**src/sv/lgs_pkg.sv**
```systemverilog
`timescale 1ns / 1ps
// ----------------------------------------------------------------------------
// lgs_pkg
// Shared types, codes and rule functions of the life generation stencil.
// ----------------------------------------------------------------------------
package lgs_pkg;

  localparam int CFG_W         = 9;
  localparam int CFG_IDX_W     = 1;
  localparam int MAX_WIDTH_DEF = 256;
  localparam int HEIGHT_MAX    = 256;
  localparam int WIDTH_LIMIT   = 511;

  typedef logic [1:0]           cell_t;
  typedef logic [CFG_IDX_W-1:0] reg_idx_t;
  typedef logic [CFG_W-1:0]     dim_t;

  localparam cell_t CELL_DEAD  = 2'd0;
  localparam cell_t CELL_LIVE  = 2'd1;
  localparam cell_t CELL_WALL  = 2'd2;
  localparam cell_t CELL_OTHER = 2'd3;

  localparam logic KIND_CELL  = 1'b0;
  localparam logic KIND_FLUSH = 1'b1;

  localparam reg_idx_t REG_GRID_WIDTH  = 1'd0;
  localparam reg_idx_t REG_GRID_HEIGHT = 1'd1;

  // Neighbor counts of the B3/S23 rule.
  localparam logic [3:0] CNT_SURVIVE = 4'd2;
  localparam logic [3:0] CNT_BIRTH   = 4'd3;

  // One column of the 3x3 window.
  typedef struct packed {
    cell_t top;
    cell_t mid;
    cell_t bot;
  } col_t;

  // Which cells of a column count as neighbors.
  typedef struct packed {
    logic top_ok;
    logic mid_ok;
    logic bot_ok;
  } mask_t;

  // One line store entry.
  typedef struct packed {
    cell_t upper;
    cell_t middle;
  } line_t;

  // Per-item control from the stream counters to the window stage.
  typedef struct packed {
    logic due;       // item produces a result
    logic top_ok;    // row above the result lies in the grid
    logic bot_ok;    // row below the result lies in the grid
    logic left_ok;   // column left of the result lies in the grid
    logic right_ok;  // column right of the result lies in the grid
    logic row_end;
    logic grid_end;
  } ctl_t;

  function automatic logic [1:0] live_count(col_t c, mask_t m);
    logic a;
    logic b;
    logic d;
    a = (c.top == CELL_LIVE) && m.top_ok;
    b = (c.mid == CELL_LIVE) && m.mid_ok;
    d = (c.bot == CELL_LIVE) && m.bot_ok;
    return {1'b0, a} + {1'b0, b} + {1'b0, d};
  endfunction

  function automatic cell_t evolve_cell(cell_t centre, logic [3:0] cnt);
    cell_t res;
    case (centre)
      CELL_WALL: res = CELL_WALL;
      CELL_LIVE: res = (cnt == CNT_SURVIVE || cnt == CNT_BIRTH) ? CELL_LIVE : CELL_DEAD;
      CELL_DEAD: res = (cnt == CNT_BIRTH) ? CELL_LIVE : CELL_DEAD;
      default:   res = CELL_DEAD;
    endcase
    return res;
  endfunction

endpackage

```
**src/sv/lgs_if.sv**
```systemverilog
`timescale 1ns / 1ps
// ----------------------------------------------------------------------------
// lgs_if
// Valid/ready channels of the life generation stencil: cells in, results
// out, register writes.
// ----------------------------------------------------------------------------
interface lgs_in_if;
  import lgs_pkg::*;
  logic  valid;
  logic  ready;
  logic  kind;
  cell_t cell_code;
  modport source (output valid, output kind, output cell_code, input ready);
  modport sink   (input valid, input kind, input cell_code, output ready);
endinterface

interface lgs_out_if;
  import lgs_pkg::*;
  logic  valid;
  logic  ready;
  cell_t next_cell;
  logic  row_end;
  logic  grid_end;
  modport source (output valid, output next_cell, output row_end, output grid_end,
                  input ready);
  modport sink   (input valid, input next_cell, input row_end, input grid_end,
                  output ready);
endinterface

interface lgs_cfg_if;
  import lgs_pkg::*;
  logic     valid;
  logic     ready;
  reg_idx_t index;
  dim_t     data;
  modport source (output valid, output index, output data, input ready);
  modport sink   (input valid, input index, input data, output ready);
endinterface

```
**src/sv/lgs_ram.sv**
```systemverilog
`timescale 1ns / 1ps
// ----------------------------------------------------------------------------
// lgs_ram
// Generic single-write, single-read RAM with registered read data.
// ----------------------------------------------------------------------------
module lgs_ram #(
  parameter int WIDTH = 4,
  parameter int DEPTH = 256
) (
  input  logic                     clk,
  input  logic                     wr_en,
  input  logic [$clog2(DEPTH)-1:0] wr_addr,
  input  logic [WIDTH-1:0]         wr_data,
  input  logic                     rd_en,
  input  logic [$clog2(DEPTH)-1:0] rd_addr,
  output logic [WIDTH-1:0]         rd_data
);

  logic [WIDTH-1:0] mem_r [DEPTH];
  logic [WIDTH-1:0] rd_data_r;

  always_ff @(posedge clk) begin
    if (wr_en) begin
      mem_r[wr_addr] <= wr_data;
    end
    if (rd_en) begin
      rd_data_r <= mem_r[rd_addr];  // old data on same-address collision
    end
  end

  assign rd_data = rd_data_r;

endmodule

```
**src/sv/lgs_cell.sv**
```systemverilog
`timescale 1ns / 1ps
// ----------------------------------------------------------------------------
// lgs_cell
// One window column: holds three cells, takes the column of its right
// neighbor on each shift and reports its masked live count.
// ----------------------------------------------------------------------------
module lgs_cell (
  input  logic          clk,
  input  logic          shift_en,
  input  lgs_pkg::col_t col_in,
  input  lgs_pkg::mask_t mask,
  output lgs_pkg::col_t col_out,
  output logic [1:0]    live_cnt
);
  import lgs_pkg::*;

  col_t col_r;

  always_ff @(posedge clk) begin
    if (shift_en) begin
      col_r <= col_in;
    end
  end

  assign col_out  = col_r;
  assign live_cnt = live_count(col_r, mask);

endmodule

```
**src/sv/lgs_rule.sv**
```systemverilog
`timescale 1ns / 1ps
// ----------------------------------------------------------------------------
// lgs_rule
// Sums the neighbor counts of the window and applies B3/S23 with walls.
// ----------------------------------------------------------------------------
module lgs_rule (
  input  logic           [1:0] left_cnt,
  input  logic           [1:0] ctr_cnt,
  input  lgs_pkg::col_t        right_col,
  input  lgs_pkg::mask_t       right_mask,
  input  lgs_pkg::cell_t       centre,
  output lgs_pkg::cell_t       next_cell
);
  import lgs_pkg::*;

  logic [1:0] right_cnt;
  logic [3:0] total;

  assign right_cnt = live_count(right_col, right_mask);
  assign total     = {2'b00, left_cnt} + {2'b00, ctr_cnt} + {2'b00, right_cnt};
  assign next_cell = evolve_cell(centre, total);

endmodule

```
**src/sv/life_generation_stencil_top.sv**
```systemverilog
`timescale 1ns / 1ps
// ----------------------------------------------------------------------------
// life_generation_stencil_top
// One generation of the B3/S23 life rule over a walled grid streamed in
// raster order, with a line store RAM and a two-column window chain.
// ----------------------------------------------------------------------------
//
//   channel  | dir | payload                          | item
//   ---------+-----+----------------------------------+------------------------
//   in_ch    | in  | kind, cell_code                  | one grid cell or flush
//   out_ch   | out | next_cell, row_end, grid_end     | one next-generation cell
//   cfg_ch   | in  | index, data                      | one register write
//
// Flow: one item per cycle unless a held result stalls stage 1; the item that
//   causes a result passes through stage 1, then the output register.
// The line store RAM has one read and one write port; the registered read
//   turnaround is covered by a one-entry bypass of the last write.
// Reset: counters, valid flags and grid size only; line and window contents are
//   never cleared since every cell outside the current grid is masked out.
// Stalls: a held result blocks only items that also produce a result; cfg_ch is
//   always ready; the user must write it only while the stream is idle (unchecked).
// ----------------------------------------------------------------------------
module life_generation_stencil_top #(
  parameter int MAX_WIDTH = lgs_pkg::MAX_WIDTH_DEF
) (
  input logic     clk,
  input logic     rst_n,
  lgs_in_if.sink  in_ch,
  lgs_out_if.source out_ch,
  lgs_cfg_if.sink cfg_ch
);
  import lgs_pkg::*;

  localparam int AW = $clog2(MAX_WIDTH);
  // Largest usable width: bounded by MAX_WIDTH and by the register width.
  localparam dim_t WIDTH_CAP  = CFG_W'((MAX_WIDTH < WIDTH_LIMIT) ? MAX_WIDTH : WIDTH_LIMIT);
  localparam dim_t WIDTH_RST  = CFG_W'((MAX_WIDTH < HEIGHT_MAX) ? MAX_WIDTH : HEIGHT_MAX);
  localparam dim_t HEIGHT_CAP = CFG_W'(HEIGHT_MAX);

  // --------------------------------------------------------------------------
  // Configuration: registers hold the effective (clamped) dimensions.
  // --------------------------------------------------------------------------
  dim_t width_r,  width_nxt;
  dim_t height_r, height_nxt;
  logic cfg_wr;

  assign cfg_ch.ready = 1'b1;
  assign cfg_wr       = cfg_ch.valid;

  always_comb begin
    width_nxt  = width_r;
    height_nxt = height_r;
    if (cfg_wr) begin
      unique case (cfg_ch.index)
        REG_GRID_WIDTH: begin
          if (cfg_ch.data == '0) begin
            width_nxt = dim_t'(1);
          end else if (cfg_ch.data > WIDTH_CAP) begin
            width_nxt = WIDTH_CAP;
          end else begin
            width_nxt = cfg_ch.data;
          end
        end
        REG_GRID_HEIGHT: begin
          if (cfg_ch.data == '0) begin
            height_nxt = dim_t'(1);
          end else if (cfg_ch.data > HEIGHT_CAP) begin
            height_nxt = HEIGHT_CAP;
          end else begin
            height_nxt = cfg_ch.data;
          end
        end
      endcase
    end
  end

  // --------------------------------------------------------------------------
  // Stage 0: stream position, input cell, result flags, line store read.
  // Row r of the stream writes row r; the result of row r-1 comes out
  // one row and one cell later. Rows h and h+1 are flush rows, and the
  // last cell of each row comes out at column 0 of the row after next.
  // --------------------------------------------------------------------------
  dim_t  col_r, col_nxt;
  dim_t  row_r, row_nxt;
  logic  in_take;
  logic  s1_go;
  logic  s1_valid_r, s1_valid_nxt;
  cell_t s0_v;
  ctl_t  s0_ctl;
  logic  first_col;

  assign in_ch.ready = !s1_valid_r || s1_go;
  assign in_take     = in_ch.valid && in_ch.ready;
  assign first_col   = (col_r == '0);

  always_comb begin
    if (in_ch.kind == KIND_FLUSH || row_r >= height_r) begin
      s0_v = CELL_DEAD;
    end else begin
      s0_v = in_ch.cell_code;
    end
    // first column: last cell of row r-2; otherwise cell (r-1, c-1)
    s0_ctl.due      = first_col ? (row_r >= dim_t'(2))
                                : (row_r >= dim_t'(1) && row_r <= height_r);
    s0_ctl.top_ok   = first_col ? (row_r >= dim_t'(3)) : (row_r >= dim_t'(2));
    s0_ctl.bot_ok   = first_col ? (row_r <= height_r) : (row_r < height_r);
    s0_ctl.left_ok  = first_col ? (width_r >= dim_t'(2)) : (col_r >= dim_t'(2));
    s0_ctl.right_ok = !first_col;
    s0_ctl.row_end  = first_col;
    s0_ctl.grid_end = first_col && (row_r == height_r + dim_t'(1));
  end

  always_comb begin
    col_nxt = col_r;
    row_nxt = row_r;
    if (cfg_wr) begin
      col_nxt = '0;
      row_nxt = '0;
    end else if (in_take) begin
      if (row_r >= height_r + dim_t'(1)) begin
        col_nxt = '0;
        row_nxt = '0;
      end else if (col_r + dim_t'(1) >= width_r) begin
        col_nxt = '0;
        row_nxt = row_r + dim_t'(1);
      end else begin
        col_nxt = col_r + dim_t'(1);
      end
    end
  end

  // --------------------------------------------------------------------------
  // Stage 1: line store update, window shift, rule.
  // --------------------------------------------------------------------------
  logic [AW-1:0] s1_addr_r;
  cell_t         s1_v_r;
  ctl_t          s1_ctl_r;

  logic          out_valid_r, out_valid_nxt;
  cell_t         out_cell_r;
  logic          out_row_end_r;
  logic          out_grid_end_r;

  logic          bypass_valid_r;
  logic [AW-1:0] bypass_addr_r;
  line_t         bypass_data_r;

  line_t         ram_rd;
  line_t         line_rd;
  line_t         line_wr;
  col_t          new_col;
  col_t          ctr_col;
  col_t          left_col;
  mask_t         left_mask;
  mask_t         ctr_mask;
  mask_t         right_mask;
  logic [1:0]    left_cnt;
  logic [1:0]    ctr_cnt;
  cell_t         rule_cell;

  assign s1_go = s1_valid_r && (!s1_ctl_r.due || !out_valid_r || out_ch.ready);
  assign s1_valid_nxt = in_take || (s1_valid_r && !s1_go);

  lgs_ram #(
    .WIDTH ($bits(line_t)),
    .DEPTH (MAX_WIDTH)
  ) u_line_ram (
    .clk     (clk),
    .wr_en   (s1_go),
    .wr_addr (s1_addr_r),
    .wr_data (line_wr),
    .rd_en   (in_take),
    .rd_addr (AW'(col_r)),
    .rd_data (ram_rd)
  );

  // The last write is the newest copy of its entry.
  assign line_rd = (bypass_valid_r && bypass_addr_r == s1_addr_r) ? bypass_data_r : ram_rd;

  // Row r-1 moves to the upper line, the incoming row to the middle line.
  assign line_wr.upper  = line_rd.middle;
  assign line_wr.middle = s1_v_r;

  assign new_col.top = line_rd.upper;
  assign new_col.mid = line_rd.middle;
  assign new_col.bot = s1_v_r;

  // Window chain: incoming column -> centre cell -> left cell.
  assign left_mask.top_ok  = s1_ctl_r.left_ok && s1_ctl_r.top_ok;
  assign left_mask.mid_ok  = s1_ctl_r.left_ok;
  assign left_mask.bot_ok  = s1_ctl_r.left_ok && s1_ctl_r.bot_ok;
  assign ctr_mask.top_ok   = s1_ctl_r.top_ok;
  assign ctr_mask.mid_ok   = 1'b0;  // the centre itself
  assign ctr_mask.bot_ok   = s1_ctl_r.bot_ok;
  assign right_mask.top_ok = s1_ctl_r.right_ok && s1_ctl_r.top_ok;
  assign right_mask.mid_ok = s1_ctl_r.right_ok;
  assign right_mask.bot_ok = s1_ctl_r.right_ok && s1_ctl_r.bot_ok;

  lgs_cell u_ctr_cell (
    .clk      (clk),
    .shift_en (s1_go),
    .col_in   (new_col),
    .mask     (ctr_mask),
    .col_out  (ctr_col),
    .live_cnt (ctr_cnt)
  );

  lgs_cell u_left_cell (
    .clk      (clk),
    .shift_en (s1_go),
    .col_in   (ctr_col),
    .mask     (left_mask),
    .col_out  (left_col),
    .live_cnt (left_cnt)
  );

  lgs_rule u_rule (
    .left_cnt   (left_cnt),
    .ctr_cnt    (ctr_cnt),
    .right_col  (new_col),
    .right_mask (right_mask),
    .centre     (ctr_col.mid),
    .next_cell  (rule_cell)
  );

  always_comb begin
    out_valid_nxt = out_valid_r;
    if (s1_go && s1_ctl_r.due) begin
      out_valid_nxt = 1'b1;
    end else if (out_ch.ready) begin
      out_valid_nxt = 1'b0;
    end
  end

  // --------------------------------------------------------------------------
  // Registers
  // --------------------------------------------------------------------------
  always_ff @(posedge clk) begin
    if (!rst_n) begin
      width_r        <= WIDTH_RST;
      height_r       <= HEIGHT_CAP;
      col_r          <= '0;
      row_r          <= '0;
      s1_valid_r     <= 1'b0;
      out_valid_r    <= 1'b0;
      bypass_valid_r <= 1'b0;
    end else begin
      width_r     <= width_nxt;
      height_r    <= height_nxt;
      col_r       <= col_nxt;
      row_r       <= row_nxt;
      s1_valid_r  <= s1_valid_nxt;
      out_valid_r <= out_valid_nxt;
      if (s1_go) begin
        bypass_valid_r <= 1'b1;
      end
    end
  end

  always_ff @(posedge clk) begin
    if (in_take) begin
      s1_addr_r <= AW'(col_r);
      s1_v_r    <= s0_v;
      s1_ctl_r  <= s0_ctl;
    end
    if (s1_go) begin
      bypass_addr_r <= s1_addr_r;
      bypass_data_r <= line_wr;
    end
    if (s1_go && s1_ctl_r.due) begin
      out_cell_r     <= rule_cell;
      out_row_end_r  <= s1_ctl_r.row_end;
      out_grid_end_r <= s1_ctl_r.grid_end;
    end
  end

  assign out_ch.valid     = out_valid_r;
  assign out_ch.next_cell = out_cell_r;
  assign out_ch.row_end   = out_row_end_r;
  assign out_ch.grid_end  = out_grid_end_r;

endmodule

```
**src/flat_wrapper.sv**
```systemverilog
// flat-port wrapper written by rule: the top's interface ports become plain ports
module life_generation_stencil_top_flat import lgs_pkg::*;
#(
  parameter int MAX_WIDTH = lgs_pkg::MAX_WIDTH_DEF
)
  (clk, rst_n, in_ch_valid, in_ch_kind, in_ch_cell_code, in_ch_ready, out_ch_valid, out_ch_next_cell, out_ch_row_end, out_ch_grid_end, out_ch_ready, cfg_ch_valid, cfg_ch_index, cfg_ch_data, cfg_ch_ready);
  lgs_in_if in_ch_i ();
  lgs_out_if out_ch_i ();
  lgs_cfg_if cfg_ch_i ();
  input logic clk;
  input logic rst_n;
  input wire logic [$bits(in_ch_i.valid)-1:0] in_ch_valid;
  input wire logic [$bits(in_ch_i.kind)-1:0] in_ch_kind;
  input wire logic [$bits(in_ch_i.cell_code)-1:0] in_ch_cell_code;
  output wire logic [$bits(in_ch_i.ready)-1:0] in_ch_ready;
  output wire logic [$bits(out_ch_i.valid)-1:0] out_ch_valid;
  output wire logic [$bits(out_ch_i.next_cell)-1:0] out_ch_next_cell;
  output wire logic [$bits(out_ch_i.row_end)-1:0] out_ch_row_end;
  output wire logic [$bits(out_ch_i.grid_end)-1:0] out_ch_grid_end;
  input wire logic [$bits(out_ch_i.ready)-1:0] out_ch_ready;
  input wire logic [$bits(cfg_ch_i.valid)-1:0] cfg_ch_valid;
  input wire logic [$bits(cfg_ch_i.index)-1:0] cfg_ch_index;
  input wire logic [$bits(cfg_ch_i.data)-1:0] cfg_ch_data;
  output wire logic [$bits(cfg_ch_i.ready)-1:0] cfg_ch_ready;
  assign in_ch_i.valid = in_ch_valid;
  assign in_ch_i.kind = in_ch_kind;
  assign in_ch_i.cell_code = in_ch_cell_code;
  assign in_ch_ready = in_ch_i.ready;
  assign out_ch_valid = out_ch_i.valid;
  assign out_ch_next_cell = out_ch_i.next_cell;
  assign out_ch_row_end = out_ch_i.row_end;
  assign out_ch_grid_end = out_ch_i.grid_end;
  assign out_ch_i.ready = out_ch_ready;
  assign cfg_ch_i.valid = cfg_ch_valid;
  assign cfg_ch_i.index = cfg_ch_index;
  assign cfg_ch_i.data = cfg_ch_data;
  assign cfg_ch_ready = cfg_ch_i.ready;
  life_generation_stencil_top #(.MAX_WIDTH(MAX_WIDTH)) u_core (.clk(clk), .rst_n(rst_n), .in_ch(in_ch_i), .out_ch(out_ch_i), .cfg_ch(cfg_ch_i));
endmodule
```
**config.mk**
```make
export PLATFORM = sky130hd
export DESIGN_NAME = life_generation_stencil_top_flat
export DESIGN_NICKNAME = d
export VERILOG_FILES = /design/src/sv/lgs_pkg.sv /design/src/sv/lgs_if.sv /design/src/sv/lgs_ram.sv /design/src/sv/lgs_cell.sv /design/src/sv/lgs_rule.sv /design/src/sv/life_generation_stencil_top.sv /design/src/flat_wrapper.sv
export SDC_FILE = /design/constraint.sdc
export NUM_CORES = 1
export LEC_CHECK = 0
export BUFFER_PORTS_ARGS = -buffer_cell sky130_fd_sc_hd__buf_2
export CELL_PAD_IN_SITES_DETAIL_PLACEMENT = 0
export CELL_PAD_IN_SITES_GLOBAL_PLACEMENT = 1
export CORE_ASPECT_RATIO = 1.1
export CORE_UTILIZATION = 50
export CTS_CLUSTER_DIAMETER = 80
export CTS_CLUSTER_SIZE = 25
export DETAILED_ROUTE_END_ITERATION = 8
export GPL_ROUTABILITY_DRIVEN = 0
export PLACE_DENSITY_LB_ADDON = 0.1
export SLEW_MARGIN = 30
export SYNTH_ARGS = -nofsm -noshare
export SYNTH_HDL_FRONTEND = slang
export SYNTH_HIERARCHICAL = 1
export SYNTH_SLANG_ARGS = --single-unit
export TNS_END_PERCENT = 5
```
**constraint.sdc**
```tcl
create_clock -name clk -period 15.8 [get_ports clk]
set_clock_uncertainty 0.1 [all_clocks]
set_input_delay 2.37 -clock clk [delete_from_list [all_inputs] [get_ports clk]]
set_output_delay 2.37 -clock clk [all_outputs]
set_load 0.02 [all_outputs]
```
**After elaboration in Yosys (flattened, before gate mapping)**

Memories as Yosys holds them, arrays and structs flattened. A register that Yosys moved wholly into a read port is not among the register bits.
Index checks and enable logic that the tools add are counted.

- Flip-flop bits (word level): 80
- Word-level logic and storage cells: 121
- Memory bits (writable): 1024
- Memories: 1
- Output and inout port bits: 7
- Bits of input ports: 18

- Bitwise gates (word level): 2
- Magnitude comparators: 11
- Eq/ne operators: 14
- Mux-type cells: 18
- $add $sub $neg: 10
- Reductions and logical operators: 39

Memories:

| memory | depth | bits a word | read ports | clocked after Yosys merged registers in | write ports | RTL line | source |
|---|---|---|---|---|---|---|---|
| u_core.u_line_ram.mem_r | 256 | 4 | 1 | 1 | 1 | lgs_ram.sv:19 | `logic [WIDTH-1:0] mem_r [DEPTH];` |

Operators with widths:

| operator | number |
|---|---|
| two-way mux 9 bit | 6 |
| greater-or-equal comparator 9 x 2 -> 1 bit (second input constant) | 4 |
| adder 9 x 1 -> 9 bit (second input constant) | 3 |
| greater-or-equal comparator 9 bit | 3 |
| logical AND 1 bit | 19 |
| equality test 2 x 1 -> 1 bit (second input constant) | 9 |
| logical NOT 9 bit | 2 |
| two-way mux 1 bit | 10 |
| equality test 9 bit | 1 |
| greater-or-equal comparator 9 x 1 -> 1 bit (second input constant) | 1 |
| greater-than comparator 9 bit (second input constant) | 1 |
| <= comparator 9 bit | 1 |
| less-than comparator 9 bit | 1 |
| equality test 4 x 2 -> 1 bit (second input constant) | 2 |
| equality test 8 bit | 1 |
| adder 1 x 1 -> 2 bit | 3 |
| logical OR 1 bit | 6 |
| one-hot mux 2 bit (3 select lines) | 1 |
| AND reduction 2 bit | 3 |
| logical NOT 1 bit | 5 |
| adder 2 x 1 -> 2 bit | 2 |
| adder 3 x 2 -> 4 bit | 1 |
| two-way mux 4 bit | 1 |
| nonzero test 2 bit | 2 |
| 5 further kinds | 6 |

**Logic depth before layout (Yosys ltp)**

Gate-level depths: netlist of run 1.

- Word-level depth: 12
- Mapped depth: 13

**Hierarchy**

Netlist of run 1, hierarchy kept.

By module, submodules not included:

| module | sequential area each (um^2) | instances | area an instance (um^2) | cells each |
|---|---|---|---|---|
| lgs_ram | 30869.6 | 1 | 40715.3 | 2051 |
| life_generation_stencil_top | 1771.7 | 1 | 3933.8 | 400 |
| lgs_cell | 180.2 | 2 | 226.5 | 10 |
| lgs_rule | 0.0 | 1 | 161.4 | 21 |

**Least setup slack after synthesis of run 1**

Ideal clock, no wire load.

- Path type: in2reg
- From: input port out_ch_ready
- To: memory u_core.u_line_ram.mem_r[234][0] (enable)
- Setup time: 330 ps
- Stages on the path: 7
- Slack: 9767 ps
- Data arrival time: 5603 ps
- Required time: 15370 ps
- Buffers on the path: 3
- Path through: nor2b_1 -> a21boi_0 -> clkbuf_1 -> buf_1 -> nand3_1 -> clkbuf_1 -> nor2_1

- Longest elaborated chain between the ends: 4

RTL lines:

| what | RTL line | source |
|---|---|---|
| start: declaration | flat_wrapper.sv:20 | `input wire logic [$bits(out_ch_i.ready)-1:0] out_ch_ready;` |
| logical OR 1 bit | life_generation_stencil_top.sv:161 | `assign s1_go = s1_valid_r && (!s1_ctl_r.due \|\| !out_valid_r \|\| out_ch.ready);` |
| logical AND 1 bit | life_generation_stencil_top.sv:161 |  |
| named net u_core.s1_go | life_generation_stencil_top.sv:86 | `logic s1_go;` |
| two-way mux 1 bit | lgs_ram.sv:23 | `if (wr_en) begin` |
| two-way mux 1 bit (implied by the code) | lgs_ram.sv:24 | `mem_r[wr_addr] <= wr_data;` |
| end: declaration | lgs_ram.sv:19 |  |

The timed path passes the listed nets, and every way through them passes these cells.

**Worst setup path after layout of run 1**

- From: input port out_ch_ready
- To: output port in_ch_ready

- Longest elaborated chain between the ends: 3

RTL lines:

| what | RTL line | source |
|---|---|---|
| logical OR 1 bit | life_generation_stencil_top.sv:161 |  |
| logical AND 1 bit | life_generation_stencil_top.sv:161 |  |
| logical OR 1 bit | life_generation_stencil_top.sv:92 | `assign in_ch.ready = !s1_valid_r \|\| s1_go;` |
| end: declaration | flat_wrapper.sv:15 | `output wire logic [$bits(in_ch_i.ready)-1:0] in_ch_ready;` |

Every way passes these cells.

==> results.md, run 1 <==
- MaxCap Viol Count: 0
- Ys flop type: edfxtp_1
- Post-Place Cells: 3582
- Top routing layer used: met4
- Total global routing overflow: 0
- RSZ-0062 raised after global routing: false
- Synth top area share: 71.2%
- CTS resizes: 0
- Max VDD drop: 96.1 uV
- 1st-pass router iterations: 5
- Top post-synthesis cells by area: edfxtp_1 (71%), mux4_2 (12%), nor2_1 (2.5%), dfxtp_1 (1.7%), mux2i_1 (1.5%)
- Final instance area: 0.0481 mm2
- Antenna diodes: 0
- Slew @ Worst Pin: 1020 ps
- Worst r2r src: u_core/col_r[0]$_SDFFE_PP0P_
- Placed inst area: 0.0465 mm2
- Pwr Total: 4.99 mW
- M1 wire length: 44100 um
- Status: completed
- #FFs+latches synth: 1112
- Post-route DRC violation count: 0
- Port Buffer Count: 23
- Async set or reset register ratio after synthesis: 0%
- CP Class: input port to primary output
- Power density over the cells: 104 mW/mm2
- Initial antenna violation count: 0
- Worst-Skew Late Latency: 670 ps
- Crit end category: primary output
- Cells after synthesis: 2492
- Min-Delay Path Class: flip-flop to flip-flop
- Clock-pin slew on the worst setup and hold paths: 100 ps
- Met3 WL post-DR: 5970 um
- Die area: 0.0917 mm2
- Max-slew headroom: 30.3%
- Count leader, synth: edfxtp_1
- WP data required: 13330 ps
- Largest net degree at the start of global routing: 190
- R2R depth: 8
- Xor-xnor portion of the synthesized cell area: 0.561%
- WP data arrival: 3200 ps
- Most frequent cells after synthesis: edfxtp_1 (1073), nor2_1 (299), mux4_2 (250), nand2_1 (95), clkbuf_1 (77)
- Pleak: 14.2 nW
- Tmin final: 5670 ps
- Cell Area, Synth: 0.0453 mm2
- Die Width: 289 um
- First-pass GRT wire length: 156000 um
- R2r endpoint: u_core/u_line_ram/rd_data[1]$_DFFE_PP_
- Vias per cell: 6.18
- Final worst path period share: 35.9%
- Synth Area in Simple Gates: 6.24%
- Post-synthesis mux area share: 14.2%
- Final Max Tran Viols: 0
- Post-CTS Repair Setup Buffers: 0
- Number of synthesized flops with an enable pin: 1073
- Total track usage: 23.4%
- Root buffer cell: clkbuf_16
- Largest family of logic cells by synthesized area: multiplexers
- Clk sinks: 1112
- Via count: 22600
- Row count: 115
- Syn Area/Cell: 18.2 um2
- Hold Path Origin: u_core/s1_ctl_r[0]$_DFFE_PP_
- Post-DP HPWL: 65000 um
- Startpoint Class: input port
- CTS HTree Levels: 2
- Layout cell share with drive strength beyond 1: 16.6%
- Routed wire length: 106000 um
- Hold endpoint: u_core/out_ch.grid_end$_DFFE_PP_
- Critical path peak fanout: 3
- Synth unique cells: 63
- Seq/Total Area, Yosys: 72.9%
- Fin nets: 2525
- Clk buf depth: 3
- Post-synth top area cell: edfxtp_1
- Synthesis-to-layout area growth: 6.18%
- Post-CTS Hold Fix Bufs: 0
- Die H: 318 um
- R2R Setup Slk: 10840 ps
- Worst hold slack: 344 ps
- Fraction of the mapped netlist area in compound gates: 2.96%
- CTS tree: yes
- Vias in the first global route: 23400
- Met2 wire len: 53300 um
- Fmax: 176 MHz
- Endpoints failing setup: 0
- Wire per inst: 28.9 um
- IO Count: 25
- Final Hold Fails: 0
- Post-route antenna net violation count: 0
- Initial Util: 50.6%
- Mapped Nets: 2551
- Total CTS buffers: 52
- DRT iter0 DRCs: 2064
- Hold-critical path depth: 0
- Yosys warning count: 6
- Post-synthesis adder-cell area fraction: 1.22%
- Final setup TNS: 0 ps
- Total core area: 0.0895 mm2
- Non-Filler Instances: 3657
==> worst max path at each step <==
stage                            start                                        end  slack, ps  cells past startpoint
after floorplan           out_ch_ready  u_core/u_line_ram/mem_r[234][0]$_DFFE_PP_       9770                      7
after global placement    out_ch_ready                                in_ch_ready      10070                      4
after detailed placement  out_ch_ready                                in_ch_ready      10110                      4
after CTS                 out_ch_ready                                in_ch_ready      10110                      4
after global routing      out_ch_ready                                in_ch_ready      10110                      4
final                     out_ch_ready                                in_ch_ready      10130                      4
==> registers in the layout (all words and copies together), names as in the netlist, 2 cells and up <==
name                        cells
u_core/s1_addr_r                8
u_core/width_r                  9
u_core/height_r                 9
u_core/s1_v_r                   2
u_core/bypass_data_r            4
u_core/u_line_ram/rd_data       4
u_core/ctr_mask                 2
u_core/col_r                    9
u_core/bypass_addr_r            8
u_core/u_line_ram/mem_r      1024
u_core/s1_ctl_r                 3
u_core/u_ctr_cell/col_out       6
u_core/u_left_cell/col_out      6
u_core/out_ch.next_cell         2
u_core/row_r                    9
==> where the power goes <==
part	total (mW)	switching (mW)	leakage, nW	internal [mW]
Clock	1.54	0.880	0.741	0.655
Sequential	3.25	0.0114	10.0	3.24
Combinational	0.204	0.131	3.41	0.0726
Total	4.99	1.02	14.2	3.97
==> stage by stage <==
| step | util (%) | setup WS (ps) |
|---|---|---|
| after floorplan | - | 9770 |
| after global placement | 51.9 | 10070 |
| after CTS | 53.7 | 10110 |
| after detailed placement | 52.0 | 10110 |
| after global routing | 53.7 | 10110 |
| final | 53.7 | 10130 |
==> cells in the final DEF, fill, tap and decap left out, types with 7 or more instances in the layout <==
cell,count
a2111oi_0,7
a211oi_1,9
a21boi_0,13
a21oi_1,37
a221oi_1,8
a22oi_1,32
a31oi_1,8
buf_2,23
buf_4,29
buf_6,7
clkbuf_16,53
dfxtp_1,34
edfxtp_1,1073
ha_1,36
inv_1,32
mux2_2,9
mux2i_1,66
mux4_2,250
nand2_1,95
nand2b_1,17
nand3_1,51
nand3_2,9
nand3b_1,8
nand4_1,20
nor2_1,299
nor2b_1,39
nor3_1,11
nor3b_1,8
nor4_1,12
o211ai_1,14
o21ai_0,26
o221ai_1,8
o22ai_1,10
or3_1,7
xnor2_1,14
xor2_1,15
==> cell type report <==
type	instances	area, um2
fillers	6955	41400
flip-flops and latches	1112	33000
multi-input cells	1206	11500
well taps	1170	1460
clock buffers	60	1360
repair buffers	61	452
clock inverters	15	153
inverters	33	124
==> per-layer routing <==
layer  vias up  GRT usage, %
li1       9820             -
met1     12000          32.7
met2       662          39.2
met3       109          3.13
met4         0          5.25
met5         -             0
==> kinds of logic after synthesis <==
| kind of cell | count (synthesis) |
|---|---|
| adder cells (fa/ha/maj) | 41 |
| buffers and inverters | 174 |
| XOR/XNOR | 29 |
| other | 2 |
| flip-flops | 1112 |
| multiplexers | 327 |
| AND/OR/NAND/NOR | 612 |
| AO/OA/AOI/OAI | 195 |
==> worst max-delay path, stage by stage <==
cell and delay, ps:
buf_2 110, nor2b_1 240, nand3_1 250, buf_2 240
(Power assumes the default switching activity.)
==> inputs of run 2 (changes only) <==
clock period = 5.5 ns   (was 15.8 ns; I/O delays follow)
==> run 2 against run 1 <==
Compared with the run above:
- sequential share of layout area down 0.12 points
- sequential power increased to 2.9 times the previous value
- core utilization is 0.092 points higher
- largest power group unchanged
- first-iteration DRC count increased by 3.5%
- sequential cell count stayed put
- routed wire length up 0.79%
- register-to-register slack lost 9300 ps
- clock power increased to 2.9 times the previous value
- count of clock-buffer cells in the layout shrank 2
- die area is the same
- hold slack got worse by 3.3 ps
- combinational power rose to 2.9 times the previous value
==> results.md, run 2 (same netlist as run 1, synthesis figures left out) <==
- Post-DP HPWL: 65500 um (+0.80%)
- Tmin final: 4010 ps
- Max-slew headroom: 26.9% (-3.4 points)
- RSZ-0062 raised after global routing: false
- Layout cell share with drive strength beyond 1: 16.7% (+0.14 points)
- Post-Place Cells: 3588 (+0.17%)
- CP Cell Sequence: buf_12 > buf_4 > mux4_2 > mux2i_1 > o21ai_0 > nor4_1 > o211ai_1
- Root buffer cell: clkbuf_16
- Total CTS buffers: 52 (unchanged)
- Share of power burned in registers: 65.2% (about the same)
- Combinational Power Share: 4.1% (about the same)
- Max VDD drop: 257 uV (+170%)
- Initial antenna violation count: 2 (+2)
- Max reg flops: 1024 (unchanged)
- Post-route antenna net violation count: 0 (unchanged)
- Port Buffer Count: 23 (unchanged)
- Final setup TNS: 0 ps (unchanged)
- Switch Pwr: 2.95 mW (+190%)
- Power density over the cells: 298 mW/mm2 (+190%)
- Non-Filler Instances: 3661 (+0.11%)
- Clk buf depth: 3 (unchanged)
- Startpoint Class: flip-flop
- Die area: 0.0917 mm2 (unchanged)
- Status: completed
- CP top delay family: buffers and inverters
- CTS tree: yes
- WP data required: 5790 ps (-7540 ps)
- DRT iter0 DRCs: 2137 (+3.5%)
- CP max-delay cell: dfxtp_4
- Synthesis-to-layout area growth: 6.36%
- Critical path peak fanout: 49 (+46)
- Clock power frac: 30.7% (about the same)
- Most common cell after layout, fill and taps aside: edfxtp_1
- Wire per inst: 29.1 um (+0.68%)
- MaxCap Viol Count: 0 (unchanged)
- Internal Power: 11.4 mW (+190%)
- Initial Util: 50.6% (unchanged)
- Slew @ Worst Pin: 1090 ps (+74.3 ps)
- Most frequent cells in the layout: edfxtp_1 (1073), nor2_1 (299), mux4_2 (250)
- Min-Delay Path Class: flip-flop to flip-flop
- Post-CTS Repair Setup Buffers: 0 (unchanged)
- Vias per cell: 6.22 (+0.60%)
- Fin nets: 2531 (+0.24%)
- Vias in the first global route: 23200 (-0.65%)
- Final Hold Fails: 0 (unchanged)
- Final worst path period share: 72.9%
- R2R Setup Slk: 1490 ps (-9350 ps)
- Row count: 115 (unchanged)
- WP data arrival: 4300 ps (+1100 ps)
- Routed wire length: 107000 um (+0.79%)
- Total core area: 0.0895 mm2 (unchanged)
- Fmax: 249 MHz
- Post-route DRC violation count: 0 (unchanged)
- Crit end category: flip-flop
- Largest net degree at the start of global routing: 165 (-13%)
- Via count: 22800 (+0.71%)
- 1st-pass router iterations: 5 (unchanged)
- CTS resizes: 0 (unchanged)
- Die H: 318 um (unchanged)
- Endpoints failing setup: 0 (unchanged)
- Total global routing overflow: 0 (unchanged)
- CTS HTree Levels: 2 (unchanged)
- CP Class: flip-flop to flip-flop
- Total track usage: 23.6% (+0.24 points)
- Clk sinks: 1112 (unchanged)
- Post-CTS Hold Fix Bufs: 0 (unchanged)
- Pleak: 14.2 nW (+0.14%)
- IO Count: 25 (unchanged)
- First-pass GRT wire length: 158000 um (+1.4%)
- Switch share: 20.6% (+0.087 points)
- Crit-path max cell delay: 780 ps (+530 ps)
- CP bufs+invs: 2 (unchanged)
- Fill count: 6998 (+0.62%)
- Clock-pin slew on the worst setup and hold paths: 100 ps (about the same)
- Die Width: 289 um (unchanged)
- Worst-Skew Late Latency: 660 ps (about the same)
- Final Max Tran Viols: 0 (unchanged)
- Largest Register: u_core/u_line_ram/mem_r
-- run 2: cell count changes in the layout (fill, tap and decap cells not counted), sizes merged --
cell	change
buf	+6
clkbuf	-2
clkinv	-5
clkinvlp	+3
diode	+1
inv	+1
-- run 2: power groups by stage --
stage	registers [mW]	clock network, mW	logic [mW]
3_3_place_gp	9.54	0	0.586
4_1_cts	9.34	4.53	0.604
3_5_place_dp	9.54	0	0.603
2_1_floorplan	9.58	0	0.381
6_report	9.34	4.40	0.591
5_1_grt	9.35	4.80	0.643
-- run 2: metrics by stage --
stage	util [%]	hold slack (ps)	power [mW]	area, um2	worst slack [ps]
detailed placement	52.1	325	10.1	46600	1470
floorplan	-	300	9.96	45300	13.7
global placement	52.1	315	10.1	46600	1580
finish	53.8	341	14.3	48100	1490
CTS	53.8	317	14.5	48100	1450
global route	53.8	343	14.8	48100	1220
-- run 2: layer usage --
layer	global-route usage (%)	share of wire, %	up-vias
met5	0	0	-
met4	5.42	2.3	0
met3	3.10	5.7	121
met2	39.0	50	660
met1	33.6	42	12100
li1	-	-	9837
-- run 2: final cells by class --
cell class              count  area, um2  area share [%]
multi-input cells        1206      11500            23.8
inverters                  33        124           0.257
diodes                      1       2.50         0.00520
clock buffers              58       1350            2.79
clock inverters            14        154           0.320
flip-flops and latches   1112      33000            68.6
well taps                1170       1460            3.04
repair buffers             67        561            1.16
-- run 2: worst register-to-register path: cells and delay by family (launching register included) --
family                 cells  cell delay [ps]
multiplexers               2              840
AO/OA/AOI/OAI              2              320
flip-flops                 1              780
buffers and inverters      2              930
AND/OR/NAND/NOR            1              780
-- run 2: final timing paths --
path                           startpoint                                      to  depth (start not counted)
max          u_core/col_r[0]$_SDFFE_PP0P_  u_core/u_line_ram/rd_data[3]$_DFFE_PP_                          7
min          u_core/s1_ctl_r[1]$_DFFE_PP_         u_core/out_ch.row_end$_DFFE_PP_                          0
max reg2reg  u_core/col_r[0]$_SDFFE_PP0P_  u_core/u_line_ram/rd_data[3]$_DFFE_PP_                          7
min reg2reg  u_core/s1_ctl_r[1]$_DFFE_PP_         u_core/out_ch.row_end$_DFFE_PP_                          0
